$ cat src/hdl/ureg_pkg.sv
`timescale 1ns / 1ps
// ----------------------------------------------------------------------------
// ureg_pkg
// Shared constants, types and helpers of the uart register block: action
// codes, register offsets, status and control bit positions.
// ----------------------------------------------------------------------------
package ureg_pkg;

  // action codes
  localparam logic [1:0] ACT_READ  = 2'd0;
  localparam logic [1:0] ACT_WRITE = 2'd1;
  localparam logic [1:0] ACT_RX    = 2'd2;

  // register byte offsets
  localparam logic [12:0] OFS_SR   = 13'h000;
  localparam logic [12:0] OFS_DR   = 13'h004;
  localparam logic [12:0] OFS_BRR  = 13'h008;
  localparam logic [12:0] OFS_CR1  = 13'h00C;
  localparam logic [12:0] OFS_CR2  = 13'h010;
  localparam logic [12:0] OFS_CR3  = 13'h014;
  localparam logic [12:0] OFS_GTPR = 13'h018;

  // status bit positions
  localparam int unsigned ST_CTS  = 9;
  localparam int unsigned ST_LBD  = 8;
  localparam int unsigned ST_TXE  = 7;
  localparam int unsigned ST_TC   = 6;
  localparam int unsigned ST_RXNE = 5;
  localparam int unsigned ST_ORE  = 3;

  localparam int unsigned StW = 10;
  localparam logic [StW-1:0] ST_RESET = 10'h0C0;
  // bits that a status write may clear
  localparam logic [StW-1:0] ST_CLR_MASK = 10'h360;

  // control one bit positions
  localparam int unsigned C1_UE     = 13;
  localparam int unsigned C1_TXEIE  = 7;
  localparam int unsigned C1_TCIE   = 6;
  localparam int unsigned C1_RXNEIE = 5;
  localparam int unsigned C1_RE     = 2;

  localparam logic [31:0] TX_LIMIT = 32'h0000_F000;

  // one-hot register select from the offset decoder
  typedef struct packed {
    logic sr;
    logic dr;
    logic brr;
    logic cr1;
    logic cr2;
    logic cr3;
    logic gtpr;
    logic bad;
  } reg_sel_t;

  // one result transaction
  typedef struct packed {
    logic [31:0] read_data;
    logic        irq_out;
    logic        tx_valid;
    logic [7:0]  tx_byte;
    logic        rx_ready;
    logic        bad_offset;
  } result_t;

  function automatic logic irq_calc(input logic [31:0] ctrl1, input logic [StW-1:0] status);
    irq_calc = (ctrl1[C1_RXNEIE] & (status[ST_RXNE] | status[ST_ORE]))
             | (ctrl1[C1_TXEIE] & status[ST_TXE])
             | (ctrl1[C1_TCIE] & status[ST_TC]);
  endfunction

endpackage

$ cat src/hdl/ureg_decode.sv
`timescale 1ns / 1ps
// ----------------------------------------------------------------------------
// ureg_decode
// Offset decoder: maps a byte offset to a one-hot register select.
// ----------------------------------------------------------------------------
module ureg_decode import ureg_pkg::*; (
  input  logic [12:0] offset_i,
  output reg_sel_t    sel_o
);

  always_comb begin
    sel_o = '0;
    unique case (offset_i)
      OFS_SR:   sel_o.sr   = 1'b1;
      OFS_DR:   sel_o.dr   = 1'b1;
      OFS_BRR:  sel_o.brr  = 1'b1;
      OFS_CR1:  sel_o.cr1  = 1'b1;
      OFS_CR2:  sel_o.cr2  = 1'b1;
      OFS_CR3:  sel_o.cr3  = 1'b1;
      OFS_GTPR: sel_o.gtpr = 1'b1;
      default:  sel_o.bad  = 1'b1;
    endcase
  end

endmodule

$ cat src/hdl/ureg_core.sv
`timescale 1ns / 1ps
// ----------------------------------------------------------------------------
// ureg_core
// Register state and combinational update for one transaction.
// ----------------------------------------------------------------------------
module ureg_core import ureg_pkg::*; (
  input  logic        clk_i,
  input  logic        rst_ni,
  input  logic        en_i,
  input  logic [1:0]  action_i,
  input  reg_sel_t    sel_i,
  input  logic [31:0] write_data_i,
  input  logic [7:0]  rx_byte_i,
  output result_t     res_o
);

  logic [StW-1:0] status_q, status_d;
  logic [7:0]     rx_data_q, rx_data_d;
  logic [31:0]    baud_q, baud_d;
  logic [31:0]    ctrl1_q, ctrl1_d;
  logic [31:0]    ctrl2_q, ctrl2_d;
  logic [31:0]    ctrl3_q, ctrl3_d;
  logic [31:0]    gtpr_q, gtpr_d;
  logic           irq_q, irq_d;
  logic           recalc;

  always_comb begin
    status_d  = status_q;
    rx_data_d = rx_data_q;
    baud_d    = baud_q;
    ctrl1_d   = ctrl1_q;
    ctrl2_d   = ctrl2_q;
    ctrl3_d   = ctrl3_q;
    gtpr_d    = gtpr_q;
    recalc    = 1'b0;
    res_o     = '0;

    case (action_i)
      ACT_READ: begin
        res_o.bad_offset = sel_i.bad;
        if (sel_i.sr) begin
          recalc          = 1'b1;
          res_o.read_data = {22'd0, status_q};
        end
        if (sel_i.dr) begin
          status_d[ST_RXNE] = 1'b0;
          status_d[ST_TC]   = 1'b0;
          res_o.read_data   = {24'd0, rx_data_q};
        end
        if (sel_i.brr)  res_o.read_data = baud_q;
        if (sel_i.cr1)  res_o.read_data = ctrl1_q;
        if (sel_i.cr2)  res_o.read_data = ctrl2_q;
        if (sel_i.cr3)  res_o.read_data = ctrl3_q;
        if (sel_i.gtpr) res_o.read_data = gtpr_q;
      end
      ACT_WRITE: begin
        res_o.bad_offset = sel_i.bad;
        if (sel_i.sr) begin
          // clear-only bits: a written zero clears, a one keeps
          status_d = (status_q & ~ST_CLR_MASK)
                   | (status_q & write_data_i[StW-1:0] & ST_CLR_MASK);
          recalc   = 1'b1;
        end
        if (sel_i.dr && (write_data_i < TX_LIMIT)) begin
          res_o.tx_valid   = 1'b1;
          res_o.tx_byte    = write_data_i[7:0];
          status_d[ST_TXE] = 1'b1;
          status_d[ST_TC]  = 1'b1;
        end
        if (sel_i.brr) baud_d = write_data_i;
        if (sel_i.cr1) begin
          ctrl1_d = write_data_i;
          recalc  = 1'b1;
        end
        if (sel_i.cr2)  ctrl2_d = write_data_i;
        if (sel_i.cr3)  ctrl3_d = write_data_i;
        if (sel_i.gtpr) gtpr_d  = write_data_i;
      end
      ACT_RX: begin
        rx_data_d = rx_byte_i;
        if (ctrl1_q[C1_UE] && ctrl1_q[C1_RE]) begin
          status_d[ST_RXNE] = 1'b1;
          recalc            = 1'b1;
        end
      end
      default: ;
    endcase

    irq_d          = recalc ? irq_calc(ctrl1_d, status_d) : irq_q;
    res_o.irq_out  = irq_d;
    res_o.rx_ready = ~status_d[ST_RXNE];
  end

  always_ff @(posedge clk_i or negedge rst_ni) begin
    if (!rst_ni) begin
      status_q  <= ST_RESET;
      rx_data_q <= '0;
      baud_q    <= '0;
      ctrl1_q   <= '0;
      ctrl2_q   <= '0;
      ctrl3_q   <= '0;
      gtpr_q    <= '0;
      irq_q     <= 1'b0;
    end else if (en_i) begin
      status_q  <= status_d;
      rx_data_q <= rx_data_d;
      baud_q    <= baud_d;
      ctrl1_q   <= ctrl1_d;
      ctrl2_q   <= ctrl2_d;
      ctrl3_q   <= ctrl3_d;
      gtpr_q    <= gtpr_d;
      irq_q     <= irq_d;
    end
  end

endmodule

$ cat src/hdl/uart_register_block.sv
`timescale 1ns / 1ps
// ----------------------------------------------------------------------------
// uart_register_block
// Register model of a simple uart: status, data, baud, three control and
// guard/prescale registers plus a stored interrupt level.
// ----------------------------------------------------------------------------
// Usage
//   input channel (in_valid_i / in_ready_o): one transaction per bus read,
//   bus write or received character, selected by action_i.
//   output channel (out_valid_o / out_ready_i): exactly one result
//   transaction per input transaction, in order.
//   path: an accepted transaction passes the input register, then the
//   result register, which drives the output.
//   throughput: one transaction per cycle while the receiver takes every
//   result; the whole register update runs in the single combinational
//   step between the two registers.
//   a full result register that is taken in the same cycle frees the path,
//   so the input keeps flowing while the receiver takes every result.
//   receiver stall: the result holds, the input register holds, and
//   in_ready_o drops once both are full; no transaction is lost.
//   reset: both pipeline registers empty, status reads 0xC0 (TXE, TC set),
//   every other register and the interrupt level are zero.
// ----------------------------------------------------------------------------
module uart_register_block import ureg_pkg::*; (
  input  logic        clk_i,
  input  logic        rst_ni,
  input  logic        in_valid_i,
  output logic        in_ready_o,
  input  logic [1:0]  action_i,
  input  logic [12:0] offset_i,
  input  logic [31:0] write_data_i,
  input  logic [7:0]  rx_byte_i,
  output logic        out_valid_o,
  input  logic        out_ready_i,
  output logic [31:0] read_data_o,
  output logic        irq_out_o,
  output logic        tx_valid_o,
  output logic [7:0]  tx_byte_o,
  output logic        rx_ready_o,
  output logic        bad_offset_o
);

  // input register
  logic        in_vld_q;
  logic [1:0]  action_q;
  logic [12:0] offset_q;
  logic [31:0] wdata_q;
  logic [7:0]  rbyte_q;

  // result register
  logic        out_vld_q;
  result_t     res_q;
  result_t     res_d;

  reg_sel_t    sel;
  logic        advance;   // the held transaction moves into the result register

  assign advance    = in_vld_q && (!out_vld_q || out_ready_i);
  assign in_ready_o = !in_vld_q || advance;

  always_ff @(posedge clk_i or negedge rst_ni) begin
    if (!rst_ni) begin
      in_vld_q <= 1'b0;
    end else if (in_ready_o) begin
      in_vld_q <= in_valid_i;
    end
  end

  // payload needs no reset
  always_ff @(posedge clk_i) begin
    if (in_ready_o && in_valid_i) begin
      action_q <= action_i;
      offset_q <= offset_i;
      wdata_q  <= write_data_i;
      rbyte_q  <= rx_byte_i;
    end
  end

  ureg_decode u_decode (
    .offset_i (offset_q),
    .sel_o    (sel)
  );

  // state update happens only when the transaction is committed
  ureg_core u_core (
    .clk_i        (clk_i),
    .rst_ni       (rst_ni),
    .en_i         (advance),
    .action_i     (action_q),
    .sel_i        (sel),
    .write_data_i (wdata_q),
    .rx_byte_i    (rbyte_q),
    .res_o        (res_d)
  );

  always_ff @(posedge clk_i or negedge rst_ni) begin
    if (!rst_ni) begin
      out_vld_q <= 1'b0;
    end else if (!out_vld_q || out_ready_i) begin
      out_vld_q <= in_vld_q;
    end
  end

  always_ff @(posedge clk_i) begin
    if (advance) begin
      res_q <= res_d;
    end
  end

  assign out_valid_o  = out_vld_q;
  assign read_data_o  = res_q.read_data;
  assign irq_out_o    = res_q.irq_out;
  assign tx_valid_o   = res_q.tx_valid;
  assign tx_byte_o    = res_q.tx_byte;
  assign rx_ready_o   = res_q.rx_ready;
  assign bad_offset_o = res_q.bad_offset;

endmodule
$ cat config.mk
export PLATFORM = sky130hd
export DESIGN_NAME = uart_register_block
export DESIGN_NICKNAME = d
export VERILOG_FILES = /design/src/hdl/ureg_pkg.sv /design/src/hdl/ureg_decode.sv /design/src/hdl/ureg_core.sv /design/src/hdl/uart_register_block.sv
export SDC_FILE = /design/constraint.sdc
export NUM_CORES = 1
export LEC_CHECK = 0
export BUFFER_PORTS_ARGS = -buffer_cell sky130_fd_sc_hd__buf_2
export CORE_MARGIN = 2
export CORE_UTILIZATION = 25
export CTS_BUF_LIST = sky130_fd_sc_hd__clkbuf_8
export DETAILED_ROUTE_END_ITERATION = 12
export GPL_TIMING_DRIVEN = 1
export SYNTH_ARGS = -nofsm -noshare
export SYNTH_HDL_FRONTEND = slang
export SYNTH_SLANG_ARGS = --single-unit
$ cat constraint.sdc
create_clock -name clk_i -period 6.9 [get_ports clk_i]
set_clock_uncertainty 0.15 [all_clocks]
set_input_delay 1.725 -clock clk_i [delete_from_list [all_inputs] [get_ports clk_i]]
set_output_delay 1.725 -clock clk_i [all_outputs]
set_load 0.1 [all_outputs]
==> impl_metrics.json, run 1 <==
{
  "status": "finished clean",
  "syn_area_per_cell_um2": 15.6,
  "arrival_ns": 2.39,
  "place_worst_setup_slack_ns": 2.64,
  "clock_sinks": 275,
  "htreeDepth": 2,
  "cts_buffer_depth": 3,
  "firstDrtPassIters": 8,
  "power_density_nw_per_um2": 261,
  "setup_violations": 0,
  "cp_cell_sequence": "buf_2 -> nand3b_1 -> buf_2",
  "p_total_mw": 3.47,
  "ctsResizeCount": 0,
  "ys_ff_latch": 275,
  "syn_nets": 779,
  "tritoncts": "yes",
  "fin_area_um2": 13300,
  "die_width_um": 216,
  "final_nets": 903,
  "fin_ws_ns": 2.64,
  "worstSetupPathType": "input port to output port",
  "syn2layout_area_growth_pct": 18.3,
  "crit_path_top_delay_cell": "buf_2",
  "hold_violations": 0,
  "syn_area_um2": 11300,
  "grtUsageTotal_pct": 12.6,
  "p_leak_nw": 5.82,
  "hp-start": "rbyte_q[0]",
  "grt_pass1_wl_mm": 44.8,
  "synth_most_common_cell": "dfrtp_1",
  "cts_setup_buffers": 0,
  "final_antenna_net_count": 0,
  "synth_edf_count": 99,
  "core_area_um2": 44300,
  "max_stage_delay_ns": 0.44,
  "path_common_cell": "buf_2",
  "grt_overflow": 0,
  "synth_cells": 720,
  "relSlewSlack_pct": 34.9,
  "required_ns": 5.03,
  "placed_area_um2": 12400,
  "drive_gt1_share_pct": 35.6,
  "rsz0062_at_grt": "false",
  "endpoint_kind": "output port",
  "wl_per_cell_um": 19.9,
  "synth_common_cells": "174 x dfrtp_1, 110 x mux2_2, 99 x edfxtp_1",
  "start_kind": "input port",
  "peakVddDrop_v": 0.0000992,
  "io_pins": 105,
  "cts-root-buf": "clkbuf_8",
  "port_buffers": 104,
  "cts_buffers": 46,
  "crit_start": "out_ready_i",
  "viasPerCell": 4.70,
  "finalWorstPathRequiredPeriod_ns": 4.26,
  "antenna_found_initial": 3,
  "globalplace.congestion": 0.770,
  "hold_path.class": "register to register",
  "final_util_pct": 30.1,
  "num_vias": 6923,
  "first_global_vias": 7246,
  "reg2reg_from": "offset_q[3]",
  "yosysTopAreaCellShare_pct": 38.7,
  "route.detailed.drc": 0,
  "yosys_most_used_dff": "dfrtp_1",
  "timing.fmax_ghz": 0.235,
  "die_height_um": 216,
  "clk_pin_slew_ns": 0.06,
  "yosysSeqAreaShare_pct": 65.5,
  "drv_slew": 0,
  "final.period_utilization_pct": 61.8,
  "drt-total-wl_mm": 29.4,
  "crit_fanout": 3,
  "rows": 77,
  "die-area_um2": 46800,
  "grt_max_degree": 84,
  "start_util_pct": 25.4,
  "synth.distinct_cells": 57,
  "drtIter0Drc": 633,
  "ctsHoldBuffers": 0,
  "ys_async_sr_fraction_pct": 64.0,
  "synth_area_leaders": "dfrtp_1 39%, edfxtp_1 26%, mux2_2 11%, mux2_1 6.7%, a222oi_1 2.4%",
  "dp_hpwl_mm": 18.1,
  "synth_largest_area_cell": "dfrtp_1",
  "insertion_delay_ns": 0.57,
  "yosysWarnings": 0,
  "max_slew.worst_pin.slew_ns": 0.977,
  "maxCapViolCount": 0,
  "tns_ns": 0
}
[per-stage QoR]
stage                     hold slack (ns)  instances
after global routing                0.330       1473
after global placement              0.313       1388
final                               0.316       1474
after CTS                           0.321       1473
after floorplan                     0.302        720
after detailed placement            0.316       1388
[per-layer routing]
layer	wire, µm	part of all wire (%)	track usage [%]	vias up
met1	13200	45	17.4	3594
li1	-	-	-	3057
met4	601	2.0	4.06	4
met3	1950	6.6	2.88	45
met5	27	0.092	0	-
met2	13500	46	19.6	223
[cells in the final DEF (no fill, tap or decap), types with 6 or more instances in the layout]
cell type,netlist,final
dfrtp_1,174,174
mux2_2,110,110
buf_2,15,103
edfxtp_1,99,99
mux2_1,67,67
clkbuf_8,0,56
o22ai_1,28,28
a222oi_1,27,27
a22oi_1,24,24
nand2_1,19,19
inv_1,3,18
buf_4,11,14
a21oi_1,12,12
clkinv_1,0,10
nor4_1,9,9
nor2_1,8,8
and2_1,10,8
a22o_1,6,6
[registers in the layout, indices dropped and copies added, names as in the netlist, 2 cells and up]
name,flops
u_core.ctrl2_q,32
u_core.rx_data_q,8
offset_q,13
action_q,2
wdata_q,32
rbyte_q,8
u_core.status_q,5
read_data_o,32
tx_byte_o,8
u_core.baud_q,32
u_core.ctrl1_q,32
u_core.ctrl3_q,32
u_core.gtpr_q,32
[critical path: cells and delay by family]
kind,cells,cell delay [ns]
simple gates,1,0.13
buf+inv,2,0.52
[power by group]
part	internal, mW	switching (mW)	leakage (nW)	total [mW]
registers	1.75	0.0486	3.40	1.80
logic	0.0484	0.205	1.91	0.253
clock network	0.770	0.648	0.517	1.42
total	2.57	0.902	5.82	3.47
[cell type report]
| cell class | count | area, µm² |
|---|---|---|
| multi-input cells | 400 | 3650 |
| clock buffers | 56 | 771 |
| clock inverters | 29 | 144 |
| repair buffers | 118 | 632 |
| fillers | 4464 | 31000 |
| diodes | 1 | 2.50 |
| well taps | 592 | 741 |
| flip-flops and latches | 275 | 7380 |
| inverters | 3 | 11.3 |
[kinds of logic (layout without fill, tap and decap cells)]
family / after synthesis / after routing / synth area share [%]
other: 0 / 1 / 0
AO/OA/AOI/OAI: 120 / 120 / 8.14
multiplexers: 181 / 181 / 18.1
flip-flops: 275 / 275 / 65.5
buffers and inverters: 45 / 206 / 2.43
AND/OR/NAND/NOR: 99 / 99 / 5.85
[worst paths after layout]
kind | endpoint | slack, ns | cells past startpoint
setup / recovery | in_ready_o | 2.64 | 3
hold / removal | u_core.rx_data_q[0] | 0.32 | 1
max in group asynchronous | u_core.ctrl3_q[3] | 4.34 | 2
min in group asynchronous | u_core.rx_data_q[7] | 1.06 | 1
hold reg to reg | u_core.rx_data_q[0] | 0.32 | 1
setup reg to reg | read_data_o[31] | 3.48 | 5
(Power assumes the default switching activity.)
==> run 2: changes to the inputs <==
==> constraint.sdc (replaced) <==
create_clock -name clk_i -period 4.4 [get_ports clk_i]
set_clock_uncertainty 0.15 [all_clocks]
set_input_delay 1.1 -clock clk_i [delete_from_list [all_inputs] [get_ports clk_i]]
set_output_delay 1.1 -clock clk_i [all_outputs]
set_load 0.1 [all_outputs]
==> run 2 against run 1 <==
Effect of this change:
- register-to-register slack worse by 2.4 ns
- first-iteration DRC count is 4.4% lower
- global-route usage is 0.12 points lower
- total power is 62% higher
- setup slack worse by 1.5 ns
- non-clock buffer count is 7 higher
- hold slack better by 0.013 ns
- final cell count is 0.81% higher
- sequential share of layout area is 0.66 points lower
- design area is 1.2% higher
- sequential power is 57% higher
- critical path type is now register to register
- largest power group unchanged
==> impl_metrics.json, run 2 (synthesis gave the netlist of run 1 again) <==
{
  "reg2reg_from": "offset_q[3]",
  "hp-start": "rbyte_q[1]",
  "wl_per_cell_um": 19.5,
  "clock_sinks": 275,
  "rsz0062_at_grt": "false",
  "ctsHoldBuffers": 0,
  "relSlewSlack_pct": 36.2,
  "setup_violations": 0,
  "final_nets": 912,
  "grtUsageTotal_pct": 12.5,
  "hold_violations": 0,
  "firstDrtPassIters": 5,
  "tns_ns": 0,
  "maxCapViolCount": 0,
  "p_leak_nw": 5.92,
  "drive_gt1_share_pct": 36.8,
  "htreeDepth": 2,
  "port_buffers": 104,
  "max_slew.worst_pin.slew_ns": 0.950,
  "pwr-share-comb_pct": 7.0,
  "die-area_um2": 46800,
  "crit_path_top_delay_cell": "nor4_4",
  "crit_start": "offset_q[3]",
  "cp_cell_sequence": "or4b_1 -> nor4_4 -> buf_4 -> a22oi_1 -> o22ai_1",
  "start_util_pct": 25.4,
  "worstSetupPathType": "register to register",
  "viasPerCell": 4.62,
  "hold_path.class": "register to register",
  "start_kind": "register",
  "drv_slew": 0,
  "ctsResizeCount": 0,
  "sequentialPowerShare_pct": 50.1,
  "final.period_utilization_pct": 75.1,
  "first_global_vias": 7389,
  "num_vias": 6870,
  "cts_buffers": 48,
  "layout_common_cells": "174 x dfrtp_1, 110 x mux2_2, 103 x buf_2",
  "die_width_um": 216,
  "clk_pin_slew_ns": 0.06,
  "drtIter0Drc": 605,
  "insertion_delay_ns": 0.59,
  "power_frac_clock_pct": 42.9,
  "dp_hpwl_mm": 18.9,
  "cts_setup_buffers": 0,
  "internal-power_mw": 4.18,
  "p_switching_mw": 1.45,
  "drt-total-wl_mm": 28.9,
  "instances_no_fill": 1486,
  "finalWorstPathRequiredPeriod_ns": 3.30,
  "syn2layout_area_growth_pct": 19.8,
  "tritoncts": "yes",
  "cts_buffer_depth": 3,
  "arrival_ns": 3.49,
  "core_area_um2": 44300,
  "cts-root-buf": "clkbuf_8",
  "route.detailed.drc": 0,
  "globalplace.congestion": 0.807,
  "required_ns": 4.59,
  "layout_commonest_cell": "dfrtp_1",
  "grt_max_degree": 97,
  "final_antenna_net_count": 0,
  "fin_ws_ns": 1.10,
  "endpoint_kind": "register",
  "power_density_nw_per_um2": 418,
  "peakVddDrop_v": 0.000132,
  "grt_pass1_wl_mm": 44.9,
  "switching_share_pct": 25.7,
  "placed_cells": 1395,
  "antenna_found_initial": 4,
  "status": "finished clean",
  "die_height_um": 216,
  "grt_overflow": 0,
  "timing.fmax_ghz": 0.303,
  "io_pins": 105,
  "place_worst_setup_slack_ns": 1.05,
  "max_stage_delay_ns": 0.77,
  "rows": 77,
  "crit_fanout": 16
}
[run 2: cell types whose count changed in the layout (fill, tap and decap cells not counted)]
cell and change:
clkinv_1 -5, clkbuf_8 -6, buf_4 +4, inv_1 +1, diode_2 +2, nor2_4 -1, buf_12 +3, clkinv_2 +8
clkinvlp_4 -1, bufinv_16 +4, inv_6 +1, inv_4 +1, nor2_2 +1
[run 2: final timing paths]
kind                                  endpoint  slack [ns]  depth (start not counted)
setup / recovery               read_data_o[13]        1.10                          5
hold / removal             u_core.rx_data_q[1]        0.33                          1
setup reg to reg               read_data_o[13]        1.10                          5
hold reg to reg            u_core.rx_data_q[1]        0.33                          1
max in group asynchronous   u_core.ctrl2_q[18]        2.67                          2
min in group asynchronous     u_core.baud_q[9]        0.46                          1
[run 2: stage by stage]
step / area [µm²] / power (mW) / util, % / hold slack (ns)
after detailed placement: 12500 / 3.28 / 28.2 / 0.320
after CTS: 13500 / 5.72 / 30.4 / 0.334
after global placement: 12500 / 3.27 / 28.2 / 0.312
after global routing: 13500 / 5.87 / 30.4 / 0.346
final: 13500 / 5.63 / 30.4 / 0.329
after floorplan: 11300 / 3.12 / - / 0.302
[run 2: power by group through the flow]
stage / clock network [mW] / registers, mW / logic, mW
after global placement: 0 / 2.87 / 0.402
after detailed placement: 0 / 2.87 / 0.406
final: 2.42 / 2.82 / 0.396
after global routing: 2.62 / 2.83 / 0.422
after floorplan: 0 / 3.02 / 0.0959
after CTS: 2.49 / 2.82 / 0.407
[run 2: metal layers]
layer / track usage, % / wire, µm / vias up
li1: - / - / 3085
met1: 16.3 / 12700 / 3518
met2: 19.8 / 13600 / 201
met3: 3.27 / 1740 / 60
met4: 5.18 / 837 / 6
met5: 0 / 34 / -
[run 2: final cells by class]
cell class	instances	area, µm²
Clock inverter	38	297
Sequential cell	275	7380
Timing Repair Buffer	125	722
Multi-Input combinational cell	400	3640
Inverter	3	11.3
Clock buffer	50	688
Antenna cell	3	7.51
Tap cell	592	741
Fill cell	4479	30800
[run 2: worst max-delay path, delay by kind of cell, from the launching register on]
family / cells / cell delay (ns)
AO/OA/AOI/OAI: 2 / 0.46
flip-flops: 1 / 0.71
AND/OR/NAND/NOR: 2 / 1.44
buffers and inverters: 1 / 0.30
==> run 3: changes to the inputs <==
--- a/config.mk
+++ b/config.mk
@@ -5,6 +5,7 @@
 export SDC_FILE = /design/constraint.sdc
 export NUM_CORES = 1
 export LEC_CHECK = 0
+export ABC_AREA = 1
 export BUFFER_PORTS_ARGS = -buffer_cell sky130_fd_sc_hd__buf_2
 export CORE_MARGIN = 2
 export CORE_UTILIZATION = 25
==> constraint.sdc (replaced) <==
create_clock -name clk_i -period 3 [get_ports clk_i]
set_clock_uncertainty 0.15 [all_clocks]
set_input_delay 0.75 -clock clk_i [delete_from_list [all_inputs] [get_ports clk_i]]
set_output_delay 0.75 -clock clk_i [all_outputs]
set_load 0.1 [all_outputs]
==> run 3 against run 2 <==
Effect of this change:
- synthesized cell count is 53% higher
- largest cell class unchanged
- sequential cell count is the same
- wire length up 6.8%
- total power is 51% higher
- critical path depth rose by 3
- sequential power is 50% higher
- sequential share of layout area decreased by 0.39 points
- hold slack worse by 0.28 ns
==> impl_metrics.json, run 3 <==
{
  "num_vias": 8426,
  "grt_pass1_wl_mm": 48.0,
  "synth_most_common_cell": "nand2_1",
  "rsz0062_at_grt": "false",
  "synth.distinct_cells": 34,
  "timing.fmax_ghz": 0.378,
  "yosysSeqAreaShare_pct": 65.3,
  "sequentialPowerShare_pct": 49.6,
  "drv_slew": 0,
  "peakVddDrop_v": 0.000372,
  "grt_max_degree": 71,
  "tritoncts": "yes",
  "grt_overflow": 0,
  "clk_pin_slew_ns": 0.06,
  "antenna_found_initial": 1,
  "internal-power_mw": 6.04,
  "layout_common_cells": "277 x nand2_1, 173 x dfrtp_1, 156 x o21ai_0",
  "syn_nets": 1164,
  "viasPerCell": 4.51,
  "switching_share_pct": 29.1,
  "rows": 77,
  "yosysTopAreaCellShare_pct": 38.5,
  "p_switching_mw": 2.48,
  "port_buffers": 104,
  "status": "finished clean",
  "ctsHoldBuffers": 0,
  "ctsResizeCount": 0,
  "die-area_um2": 46900,
  "endpoint_kind": "register",
  "p_total_mw": 8.53,
  "start_kind": "register",
  "cts-root-buf": "clkbuf_8",
  "final_nets": 1296,
  "synth_edf_count": 99,
  "instances_no_fill": 1868,
  "yosysWarnings": 0,
  "grtUsageTotal_pct": 13.2,
  "cts_setup_buffers": 0,
  "wl_per_cell_um": 16.5,
  "synth_compound_area_share_pct": 12.2,
  "relSlewSlack_pct": 45.3,
  "synth_cells": 1105,
  "hold_path.class": "input port to async pin",
  "syn_area_per_cell_um2": 10.2,
  "ff2ff_setup_slack_ns": 0.36,
  "synth-simple-area-share_pct": 17.1,
  "max_slew.worst_pin.slew_ns": 0.820,
  "cts_buffer_depth": 3,
  "firstDrtPassIters": 7,
  "clock_sinks": 275,
  "drt-total-wl_mm": 30.9,
  "yosys.area_share.adder_pct": 0,
  "p_leak_nw": 5.88,
  "yosys_most_used_dff": "dfrtp_1",
  "pwr-share-comb_pct": 11.7,
  "setup_violations": 0,
  "maxCapViolCount": 0,
  "worstSetupPathType": "register to register",
  "core_area_um2": 44400,
  "ys_ff_latch": 275,
  "reg2reg_from": "offset_q[11]",
  "cts_buffers": 48,
  "crit_fanout": 12,
  "diodes": 0,
  "placed_cells": 1779,
  "syn2layout_area_growth_pct": 20.2,
  "first_global_vias": 8307,
  "route.detailed.drc": 0,
  "globalplace.congestion": 0.808,
  "power_density_nw_per_um2": 627,
  "die_height_um": 217,
  "worstReg2RegEnd": "read_data_o[5]",
  "dp_hpwl_mm": 20.7,
  "start_util_pct": 25.5,
  "synth_area_leaders": "dfrtp_1 39%, edfxtp_1 26%, nand2_1 9.2%, o21ai_0 6.9%, nand3_1 3.9%",
  "muxShareOfSynthArea_pct": 0.797,
  "fill_cells": 4620,
  "drtIter0Drc": 604,
  "arrival_ns": 2.82,
  "syn_area_um2": 11300,
  "rr_worst_depth": 8,
  "synth_xor_area_share_pct": 0,
  "final_util_pct": 30.6,
  "drive_gt1_share_pct": 19.9,
  "power_frac_clock_pct": 38.7,
  "insertion_delay_ns": 0.58,
  "die_width_um": 217,
  "final.period_utilization_pct": 88.1,
  "finalWorstPathRequiredPeriod_ns": 2.64,
  "io_pins": 105,
  "final_antenna_net_count": 0,
  "hold_violations": 0,
  "required_ns": 3.18,
  "synth_largest_area_cell": "dfrtp_1",
  "ys_async_sr_fraction_pct": 64.0,
  "layout_commonest_cell": "nand2_1",
  "tns_ns": 0,
  "synth_top_family_by_area": "simple AND/OR/NAND/NOR gates",
  "htreeDepth": 2,
  "synth_common_cells": "277 x nand2_1, 174 x dfrtp_1, 156 x o21ai_0"
}
## run 3: cell count changes after synthesis, moves of 30 or more
| cell | previous run | this run |
|---|---|---|
| nand2_1 | 19 | 277 |
| o21ai_0 | 4 | 156 |
| mux2_2 | 110 | 8 |
| nand3_1 | 5 | 88 |
| mux2_1 | 67 | 0 |
| inv_1 | 3 | 64 |
| o21ai_1 | 0 | 30 |
## run 3: worst max path at each step
stage / startpoint / cells past startpoint / slack [ns] / endpoint
finish: offset_q[11] / 8 / 0.36 / read_data_o[5]
global route: offset_q[12] / 10 / 0.14 / irq_out_o
CTS: offset_q[10] / 10 / 0.33 / irq_out_o
detailed placement: offset_q[10] / 8 / 0.36 / read_data_o[5]
global placement: offset_q[11] / 8 / 0.42 / read_data_o[5]
floorplan: out_ready_i / 4 / 0.28 / action_q[0]
## run 3: logic make-up after synthesis
| group | count (synthesis) |
|---|---|
| multiplexers | 8 |
| AO/OA/AOI/OAI | 254 |
| AND/OR/NAND/NOR | 439 |
| flip-flops | 275 |
| buffers and inverters | 129 |
## run 3: final cells by class
type                            instances  area [µm²]  share of cell area [%]
Timing Repair Buffer                  138         845                    6.22
Multi-Input combinational cell        701        3410                    25.1
Sequential cell                       275        7380                    54.3
Clock inverter                         31         135                   0.994
Inverter                               73         279                    2.05
Clock buffer                           58         798                    5.87
Tap cell                              592         741                    5.45
## run 3: power by group through the flow
stage / Sequential [mW] / Combinational, mW / Clock (mW)
finish: 4.23 / 0.997 / 3.30
global placement: 4.29 / 1.00 / 0
floorplan: 4.75 / 0.226 / 0
detailed placement: 4.30 / 1.01 / 0
CTS: 4.23 / 1.01 / 3.40
global route: 4.24 / 1.06 / 3.57
## run 3: metrics by stage
step | area (µm²) | worst slack [ns] | hold slack (ns)
after floorplan | 11300 | 0.282 | 0.294
after global placement | 12700 | 0.420 | 0.309
after detailed placement | 12700 | 0.357 | 0.318
after CTS | 13600 | 0.333 | 0.0622
after global routing | 13600 | 0.141 | 0.0809
final | 13600 | 0.357 | 0.0517
## run 3: layer usage
| layer | routed length [µm] | track usage [%] | vias to the layer above |
|---|---|---|---|
| met5 | 11 | 0 | - |
| met4 | 509 | 3.88 | 2 |
| met3 | 2030 | 2.91 | 41 |
| met2 | 13800 | 20.1 | 274 |
| met1 | 14500 | 18.6 | 4068 |
| li1 | - | - | 4041 |
## run 3: critical path, stage by stage, from the launching register on
cell	delay, ns
edfxtp_1	0.35
nor2_1	0.19
nand3_2	0.22
nor2_4	0.24
nand3_2	0.32
nand2_1	0.44
inv_1	0.20
o211ai_1	0.16
a21oi_1	0.11
